===== src/cordic_sin_cos_q14_unit_defines.svh =====
// Assertion macros shared by the CORDIC sin/cos RTL.
// Bodies expect clk and rst_n to be visible at the point of use.
`ifndef CORDIC_SIN_COS_Q14_UNIT_DEFINES_SVH
`define CORDIC_SIN_COS_Q14_UNIT_DEFINES_SVH

// same-cycle implication
`define CSC_ASSERT_IMP(lbl, ante, cons, msg) \
  lbl: assert property (@(posedge clk) disable iff (!rst_n) (ante) |-> (cons)) else $error(msg);

// next-cycle implication
`define CSC_ASSERT_NXT(lbl, ante, cons, msg) \
  lbl: assert property (@(posedge clk) disable iff (!rst_n) (ante) |=> (cons)) else $error(msg);

// implication after a fixed number of cycles
`define CSC_ASSERT_DLY(lbl, ante, dly, cons, msg) \
  lbl: assert property (@(posedge clk) disable iff (!rst_n) \
    (ante) |-> ##dly (cons)) else $error(msg);

`endif


===== src/csc_pkg.sv =====
// Shared types, constants and the arctangent table for the CORDIC sin/cos unit.
// No dependencies.
`default_nettype none

package csc_pkg;

  localparam int MAX_ITERATIONS = 16;
  localparam int NUM_STAGES     = MAX_ITERATIONS + 1;
  localparam int STEP_W         = $clog2(NUM_STAGES);
  localparam int LATENCY        = NUM_STAGES;

  localparam int DATA_W  = 16;   // angle / cosine / sine ports
  localparam int VEC_W   = 18;   // internal x, y, z
  localparam int CNT_W   = 5;    // iteration_count register
  localparam int ADDR_W  = 3;
  localparam int PDATA_W = 32;

  localparam int ATAN_LEN   = 16;
  localparam int ATAN_IDX_W = 4;

  localparam logic [CNT_W-1:0] ITER_RESET = 5'd16;

  typedef logic signed [VEC_W-1:0] vec_word_t;

  localparam vec_word_t X_START = 18'sh026DD;  // 1/gain scaled by 16384

  typedef struct packed {
    vec_word_t x;
    vec_word_t y;
    vec_word_t z;
  } csc_vec_t;

  typedef enum logic [0:0] {
    REG_ITER_COUNT = 1'b0
  } csc_reg_t;

  localparam logic [13:0] ATAN_TABLE [ATAN_LEN] = '{
    14'h3243, 14'h1DAC, 14'h0FAD, 14'h07F5, 14'h03FE, 14'h01FF, 14'h00FF, 14'h007F,
    14'h003F, 14'h001F, 14'h000F, 14'h0007, 14'h0003, 14'h0001, 14'h0000, 14'h0000
  };

  // atan(2^-k) * 16384; zero past the end of the table
  function automatic vec_word_t atan_angle(input logic [STEP_W-1:0] k);
    vec_word_t res;
    res = '0;
    if ({1'b0, k} < (STEP_W+1)'(ATAN_LEN)) begin
      res = vec_word_t'({4'b0, ATAN_TABLE[k[ATAN_IDX_W-1:0]]});
    end
    return res;
  endfunction

endpackage

`default_nettype wire


===== src/cordic_sin_cos_q14_unit.sv =====
// Top level of the rotation-mode CORDIC sin/cos unit, Q14 angle in, Q14 cos/sin out.
// Depends on csc_pkg, csc_stage, csc_cfg and cordic_sin_cos_q14_unit_defines.svh.
//
// Usage:
//  - Request channel: drive in_angle (radians * 16384, signed) and raise start.
//    A request is taken at every clock edge where start is high and busy is
//    low; busy stays low, so a new angle may be issued every cycle.
//  - Result channel: out_valid pulses for one cycle with out_cosine and
//    out_sine (low 16 bits of the final x and y). The receiver cannot stall,
//    so results simply fall out of the pipe in request order.
//  - A request taken at an edge passes through the 17 unrolled micro-rotation
//    stages, one register stage each, and shows on the outputs straight from
//    the last stage register. Throughput is one request per cycle.
//  - The iteration count n (APB, byte address 0, reset 16, clamped to 16)
//    turns stages k > n into pass-through; latency does not change with n.
//    Write it only while no request is in flight.
//  - Reset (rst_n low, synchronous) clears all stage valid bits and restores
//    n = 16; requests in flight at reset are dropped.
`default_nettype none
`include "cordic_sin_cos_q14_unit_defines.svh"

module cordic_sin_cos_q14_unit
  import csc_pkg::*;
(
  input  wire logic                      clk,
  input  wire logic                      rst_n,
  // request channel
  input  wire logic                      start,
  output logic                           busy,
  input  wire logic signed [DATA_W-1:0]  in_angle,
  // result channel
  output logic                           out_valid,
  output logic signed      [DATA_W-1:0]  out_cosine,
  output logic signed      [DATA_W-1:0]  out_sine,
  // configuration (APB)
  input  wire logic                      psel,
  input  wire logic                      penable,
  input  wire logic                      pwrite,
  input  wire logic        [ADDR_W-1:0]  paddr,
  input  wire logic        [PDATA_W-1:0] pwdata,
  output logic             [PDATA_W-1:0] prdata,
  output logic                           pready
);

  logic [NUM_STAGES-1:0] stage_en;
  logic                  stage_valid [NUM_STAGES];
  csc_vec_t              stage_vec   [NUM_STAGES];
  csc_vec_t              head_vec;
  logic                  accept;

  // fully pipelined, never backpressures
  assign busy   = 1'b0;
  assign accept = start && !busy;

  // starting vector: x = 1/gain, y = 0, z = angle
  always_comb begin
    head_vec.x = X_START;
    head_vec.y = '0;
    head_vec.z = vec_word_t'(in_angle);
  end

  csc_cfg u_cfg (
    .clk      (clk),
    .rst_n    (rst_n),
    .psel     (psel),
    .penable  (penable),
    .pwrite   (pwrite),
    .paddr    (paddr),
    .pwdata   (pwdata),
    .prdata   (prdata),
    .pready   (pready),
    .stage_en (stage_en)
  );

  // micro-rotation k lives in stage k
  for (genvar k = 0; k < NUM_STAGES; k++) begin : g_stage
    if (k == 0) begin : g_head
      csc_stage u_stage (
        .clk       (clk),
        .rst_n     (rst_n),
        .step      (STEP_W'(k)),
        .en        (stage_en[k]),
        .in_valid  (accept),
        .in_vec    (head_vec),
        .out_valid (stage_valid[k]),
        .out_vec   (stage_vec[k])
      );
    end else begin : g_body
      csc_stage u_stage (
        .clk       (clk),
        .rst_n     (rst_n),
        .step      (STEP_W'(k)),
        .en        (stage_en[k]),
        .in_valid  (stage_valid[k-1]),
        .in_vec    (stage_vec[k-1]),
        .out_valid (stage_valid[k]),
        .out_vec   (stage_vec[k])
      );
    end
  end

  // outputs straight from the last stage register, truncated to 16 bits
  assign out_valid  = stage_valid[NUM_STAGES-1];
  assign out_cosine = stage_vec[NUM_STAGES-1].x[DATA_W-1:0];
  assign out_sine   = stage_vec[NUM_STAGES-1].y[DATA_W-1:0];

  // ---- assertions ----
  `CSC_ASSERT_DLY(a_req_latency, accept, LATENCY, out_valid, "request did not emerge after LATENCY cycles")
  `CSC_ASSERT_NXT(a_no_spurious, !stage_valid[NUM_STAGES-2], !out_valid, "result without a request behind it")
  `CSC_ASSERT_IMP(a_first_stage_on, 1'b1, stage_en[0], "first rotation disabled")
  `CSC_ASSERT_IMP(a_en_thermo, 1'b1, ((stage_en + 1'b1) & stage_en) == '0, "stage enables not contiguous from stage 0")

endmodule

`default_nettype wire


===== src/csc_stage.sv =====
// One registered CORDIC micro-rotation stage.
// Depends on csc_pkg.
`default_nettype none

module csc_stage
  import csc_pkg::*;
(
  input  wire logic              clk,
  input  wire logic              rst_n,
  input  wire logic [STEP_W-1:0] step,
  input  wire logic              en,
  input  wire logic              in_valid,
  input  wire csc_vec_t          in_vec,
  output logic                   out_valid,
  output csc_vec_t               out_vec
);

  logic      valid_r;
  csc_vec_t  vec_r;
  csc_vec_t  vec_nxt;
  vec_word_t xs;
  vec_word_t ys;
  vec_word_t t;

  always_comb begin
    xs      = in_vec.x >>> step;
    ys      = in_vec.y >>> step;
    t       = atan_angle(step);
    vec_nxt = in_vec;
    if (en) begin
      if (!in_vec.z[VEC_W-1]) begin
        vec_nxt.x = in_vec.x - ys;
        vec_nxt.y = in_vec.y + xs;
        vec_nxt.z = in_vec.z - t;
      end else begin
        vec_nxt.x = in_vec.x + ys;
        vec_nxt.y = in_vec.y - xs;
        vec_nxt.z = in_vec.z + t;
      end
    end
  end

  always_ff @(posedge clk) begin
    if (!rst_n) begin
      valid_r <= 1'b0;
    end else begin
      valid_r <= in_valid;
    end
  end

  always_ff @(posedge clk) begin
    vec_r <= vec_nxt;
  end

  assign out_valid = valid_r;
  assign out_vec   = vec_r;

endmodule

`default_nettype wire


===== src/csc_cfg.sv =====
// APB register block: iteration_count and the per-stage enables derived from it.
// Depends on csc_pkg.
`default_nettype none

module csc_cfg
  import csc_pkg::*;
(
  input  wire logic                  clk,
  input  wire logic                  rst_n,
  input  wire logic                  psel,
  input  wire logic                  penable,
  input  wire logic                  pwrite,
  input  wire logic [ADDR_W-1:0]     paddr,
  input  wire logic [PDATA_W-1:0]    pwdata,
  output logic      [PDATA_W-1:0]    prdata,
  output logic                       pready,
  output logic      [NUM_STAGES-1:0] stage_en
);

  logic [CNT_W-1:0] iter_r;
  logic [CNT_W-1:0] iter_nxt;
  logic [CNT_W-1:0] n_eff;
  csc_reg_t         reg_idx;
  logic             wr_en;

  assign pready  = 1'b1;
  assign reg_idx = csc_reg_t'(paddr[ADDR_W-1]);
  assign wr_en   = psel && penable && pwrite && pready;

  always_comb begin
    iter_nxt = iter_r;
    prdata   = '0;
    case (reg_idx)
      REG_ITER_COUNT: begin
        prdata = PDATA_W'(iter_r);
        if (wr_en) begin
          iter_nxt = pwdata[CNT_W-1:0];
        end
      end
      default: begin
        prdata = '0;
      end
    endcase
  end

  always_ff @(posedge clk) begin
    if (!rst_n) begin
      iter_r <= ITER_RESET;
    end else begin
      iter_r <= iter_nxt;
    end
  end

  // clamp, then stage k runs when k <= n
  assign n_eff = (iter_r > CNT_W'(MAX_ITERATIONS)) ? CNT_W'(MAX_ITERATIONS) : iter_r;

  always_comb begin
    for (int i = 0; i < NUM_STAGES; i++) begin
      stage_en[i] = ((CNT_W+1)'(i) <= {1'b0, n_eff});
    end
  end

endmodule

`default_nettype wire


===== config.mk =====
export PLATFORM = sky130hd
export DESIGN_NAME = cordic_sin_cos_q14_unit
export DESIGN_NICKNAME = d
export VERILOG_FILES = /design/src/csc_pkg.sv /design/src/cordic_sin_cos_q14_unit.sv /design/src/csc_stage.sv /design/src/csc_cfg.sv
export VERILOG_INCLUDE_DIRS = /design/src /design/src/src
export SDC_FILE = /design/constraint.sdc
export NUM_CORES = 2
export LEC_CHECK = 0
export BUFFER_PORTS_ARGS = -buffer_cell sky130_fd_sc_hd__buf_4
export CAP_MARGIN = 20
export CORE_MARGIN = 3
export CORE_UTILIZATION = 25
export CTS_CLUSTER_SIZE = 20
export DETAILED_ROUTE_END_ITERATION = 7
export PLACE_DENSITY = 0.49
export SYNTH_ARGS = -nofsm -noshare
export SYNTH_HDL_FRONTEND = slang
export SYNTH_SLANG_ARGS = --single-unit

===== constraint.sdc =====
create_clock -name clk -period 4.7 [get_ports clk]
set_input_delay 0.47 -clock clk [delete_from_list [all_inputs] [get_ports clk]]
set_output_delay 0.47 -clock clk [all_outputs]
set_load 0.005 [all_outputs]

==> metrics.yaml <==
status: "finished clean"
cp-end-kind: "flip-flop"
synth_seq_area_share: 0.259
rsz0062_at_grt: "no"
regToRegEndpoint: "g_stage[14].g_body.u_stage.out_vec[35]$_DFF_P_"
ys_warn_count: 0
route.met3.wl_um: 5440
placed_cell_area_um2: 68200
avgRoutedWirePerCell_um: 15.3
ys_ff_latch: 825
design_area_um2: 72300
setup-violations-final: 0
nNetsFinal: 8900
clock_latency_ns: 0.77
regToRegSetupSlack_ns: 0.72
cts.sink_count: 825
setup_tns_ns: 0
timing.fmax_mhz: 251
dpl_worst_slack_ns: 0.719
clockBufferDepth: 3
via_count: 55000
drt-initial-drc-count: 2671
global_route.usage.total: 0.130
fillerInstances: 26700
clk_pin_slew_ns: 0.06
netlist_instances: 7961
yosysTopAreaCellShare: 0.259
worstMarginPinSlew_ns: 0.973
drt-met1-wl_um: 80900
overflow: 0
worst_slack_ns: 0.717
r2r_start: "g_stage[13].g_body.u_stage.out_vec[50]$_DFF_P_"
drt-total-wl_um: 175000
skew_ns: 0.0567
cts_root_buffer: "clkbuf_16"
yosys.area.top_type: "dfxtp_1"
drtPass1Iterations: 5
finalNonFillerCells: 11400
synth_area_per_cell_um2: 8.01
drcViolationCount: 0
dieArea_um2: 261000
cts_max_level: 3
synthTopCellsByArea: "dfxtp_1 26%, ha_1 16%, a21oi_1 6.3%"
cp_slowest_cell: "or3_1"
ios: 124
hpwl_um: 139000
place_inst: 11200
tritoncts: "done"
hold_depth: 3
synth_most_common_cell: "dfxtp_1"
vias_per_cell: 4.81
ant_nets: 0
synth-async-reset-ratio: 0
synth-edff-count: 0
first_global_vias: 53700
finalCritPeriodShare: 0.848
syn_area_um2: 63700
path_cells: "or3_1 -> nand2b_1 -> ha_1 -> a21boi_0 -> inv_1 -> ha_1 -> or3_1 -> o311ai_1 -> a21o_1 -> a31oi_1 -> o311a_1 -> o21a_1 -> o21a_1 -> xnor2_1"
start_util: 0.252
relSlewSlack: 0.351
crit_required_ns: 5.34
reg2reg_depth: 14
slew_violations: 0
drive_gt1_frac: 0.0658
dr_wl_met2_um: 84600
num_rows: 184
critical_path.max_stage_delay_ns: 0.40
worstHoldStart: "in_angle[5]"
routed.top_layer: "met4"
min_period_ns: 3.98
arrival_ns: 4.63
cts_buffers: 109
synthTopCellsByCount: "825 x dfxtp_1, 802 x a21oi_1, 802 x ha_1, 754 x nor2_1, 745 x nand2_1"
fp.dieW_um: 511
areaGrowthSynthToFinish_pct: 13.4
grt_max_degree: 62
dieHeight_um: 511
place_congestion: 0.850
holdCritPathClass: "input pin to flip-flop"
synth_cell_types: 105
portBuffers: 65
critPathLaunchType: "flip-flop"
cap_violations: 0
antenna_found_initial: 2
grt_pass1_wl_um: 284000
post_cts_buffers: 0
min_to: "g_stage[0].g_head.u_stage.out_vec[5]$_DFF_P_"
synthFlopType: "dfxtp_1"
fp.coreArea_um2: 253000
crit_type: "flip-flop to flip-flop"
final-hold-violation-count: 0
path_max_fanout: 5
placed cells by master (no fill, tap or decap), drive strengths merged, types with 33 or more instances in the layout:
cell type    n
a211oi      69
a21o       204
a21oi      808
a31oi       78
and2        52
and3        67
buf        154
clkbuf     150
clkinv      33
dfxtp      825
fa          46
ha         802
inv        389
mux2        64
mux2i       57
nand2      745
nand2b      87
nand3      141
nor2       755
nor2b       88
nor3       201
nor3b       49
o211ai      33
o21a        88
o21ai      595
o21bai      87
o31ai       70
or3         66
xnor2      415
xor2       341
timing repair:
action	in CTS	in global routing
hold buffers	10	0
gates resized for setup	0	0
endpoints found under the hold margin	9	0
how the worst max path moves through the flow:
stage	endpoint	depth (start not counted)	slack [ns]	from
floorplan	g_stage[5].g_body.u_stage.out_vec[34]$_DFF_P_	14	0.95	g_stage[4].g_body.u_stage.out_vec[17]$_DFF_P_
global placement	g_stage[3].g_body.u_stage.out_vec[17]$_DFF_P_	12	0.41	g_stage[2].g_body.u_stage.out_vec[17]$_DFF_P_
detailed placement	g_stage[14].g_body.u_stage.out_vec[35]$_DFF_P_	14	0.72	g_stage[13].g_body.u_stage.out_vec[50]$_DFF_P_
CTS	g_stage[14].g_body.u_stage.out_vec[35]$_DFF_P_	14	0.71	g_stage[13].g_body.u_stage.out_vec[50]$_DFF_P_
global route	g_stage[4].g_body.u_stage.out_vec[35]$_DFF_P_	15	0.44	g_stage[3].g_body.u_stage.out_vec[40]$_DFF_P_
finish	g_stage[14].g_body.u_stage.out_vec[35]$_DFF_P_	14	0.72	g_stage[13].g_body.u_stage.out_vec[50]$_DFF_P_
routing by layer:
metal | global-route usage | vias up
met4 | 0.0370 | 0
met3 | 0.0147 | 235
li1 | - | 28400
met5 | 0 | -
met1 | 0.164 | 25700
met2 | 0.232 | 768
flip-flops by register name, indices dropped and copies added (netlist names):
signal	flops
g_stage.g_body.u_stage.out_valid	16
g_stage.g_head.u_stage.out_valid	1
u_cfg.iter_r	5
g_stage.g_body.u_stage.out_vec	784
g_stage.g_head.u_stage.out_vec	19
logic make-up after synthesis:
kind of cell,count (synthesis),synth area share
AOI/OAI and AO/OA,2317,0.225
xor gates and xnor gates,756,0.104
adders and majority gates,848,0.172
buffers and inverters,657,0.0405
DFF,825,0.259
muxes,121,0.0203
other,2,0.000118
and+or+nand+nor,2435,0.179
layout make-up:
class | count | area, um2 | share of cell area
repair buffers | 164 | 1300 | 0.0180
clock buffers | 150 | 3160 | 0.0438
inverters | 388 | 1460 | 0.0202
well taps | 3348 | 4190 | 0.0580
diodes | 4 | 10.0 | 0.000139
flip-flops and latches | 825 | 16500 | 0.229
clock inverters | 55 | 736 | 0.0102
multi-input cells | 6507 | 44900 | 0.621
per-stage QoR:
| stage | hold WS [ns] | utilization |
|---|---|---|
| 4_1_cts | 0.00719 | 0.286 |
| 6_report | 0.121 | 0.286 |
| 3_3_place_gp | 0.320 | 0.270 |
| 5_1_grt | 0.0745 | 0.286 |
| 2_1_floorplan | 0.310 | - |
| 3_5_place_dp | 0.315 | 0.270 |
critical path, delay by kind of cell (launching register included):
kind	cells	cell delay [ns]
buffers and inverters	1	0.15
xor gates and xnor gates	1	0.12
and+or+nand+nor	3	0.94
adders and majority gates	2	0.55
DFF	1	0.37
AOI/OAI and AO/OA	7	1.74
Power is not shown: default switching activity piles up to over one toggle a cycle in this logic, so the estimate is an artifact.
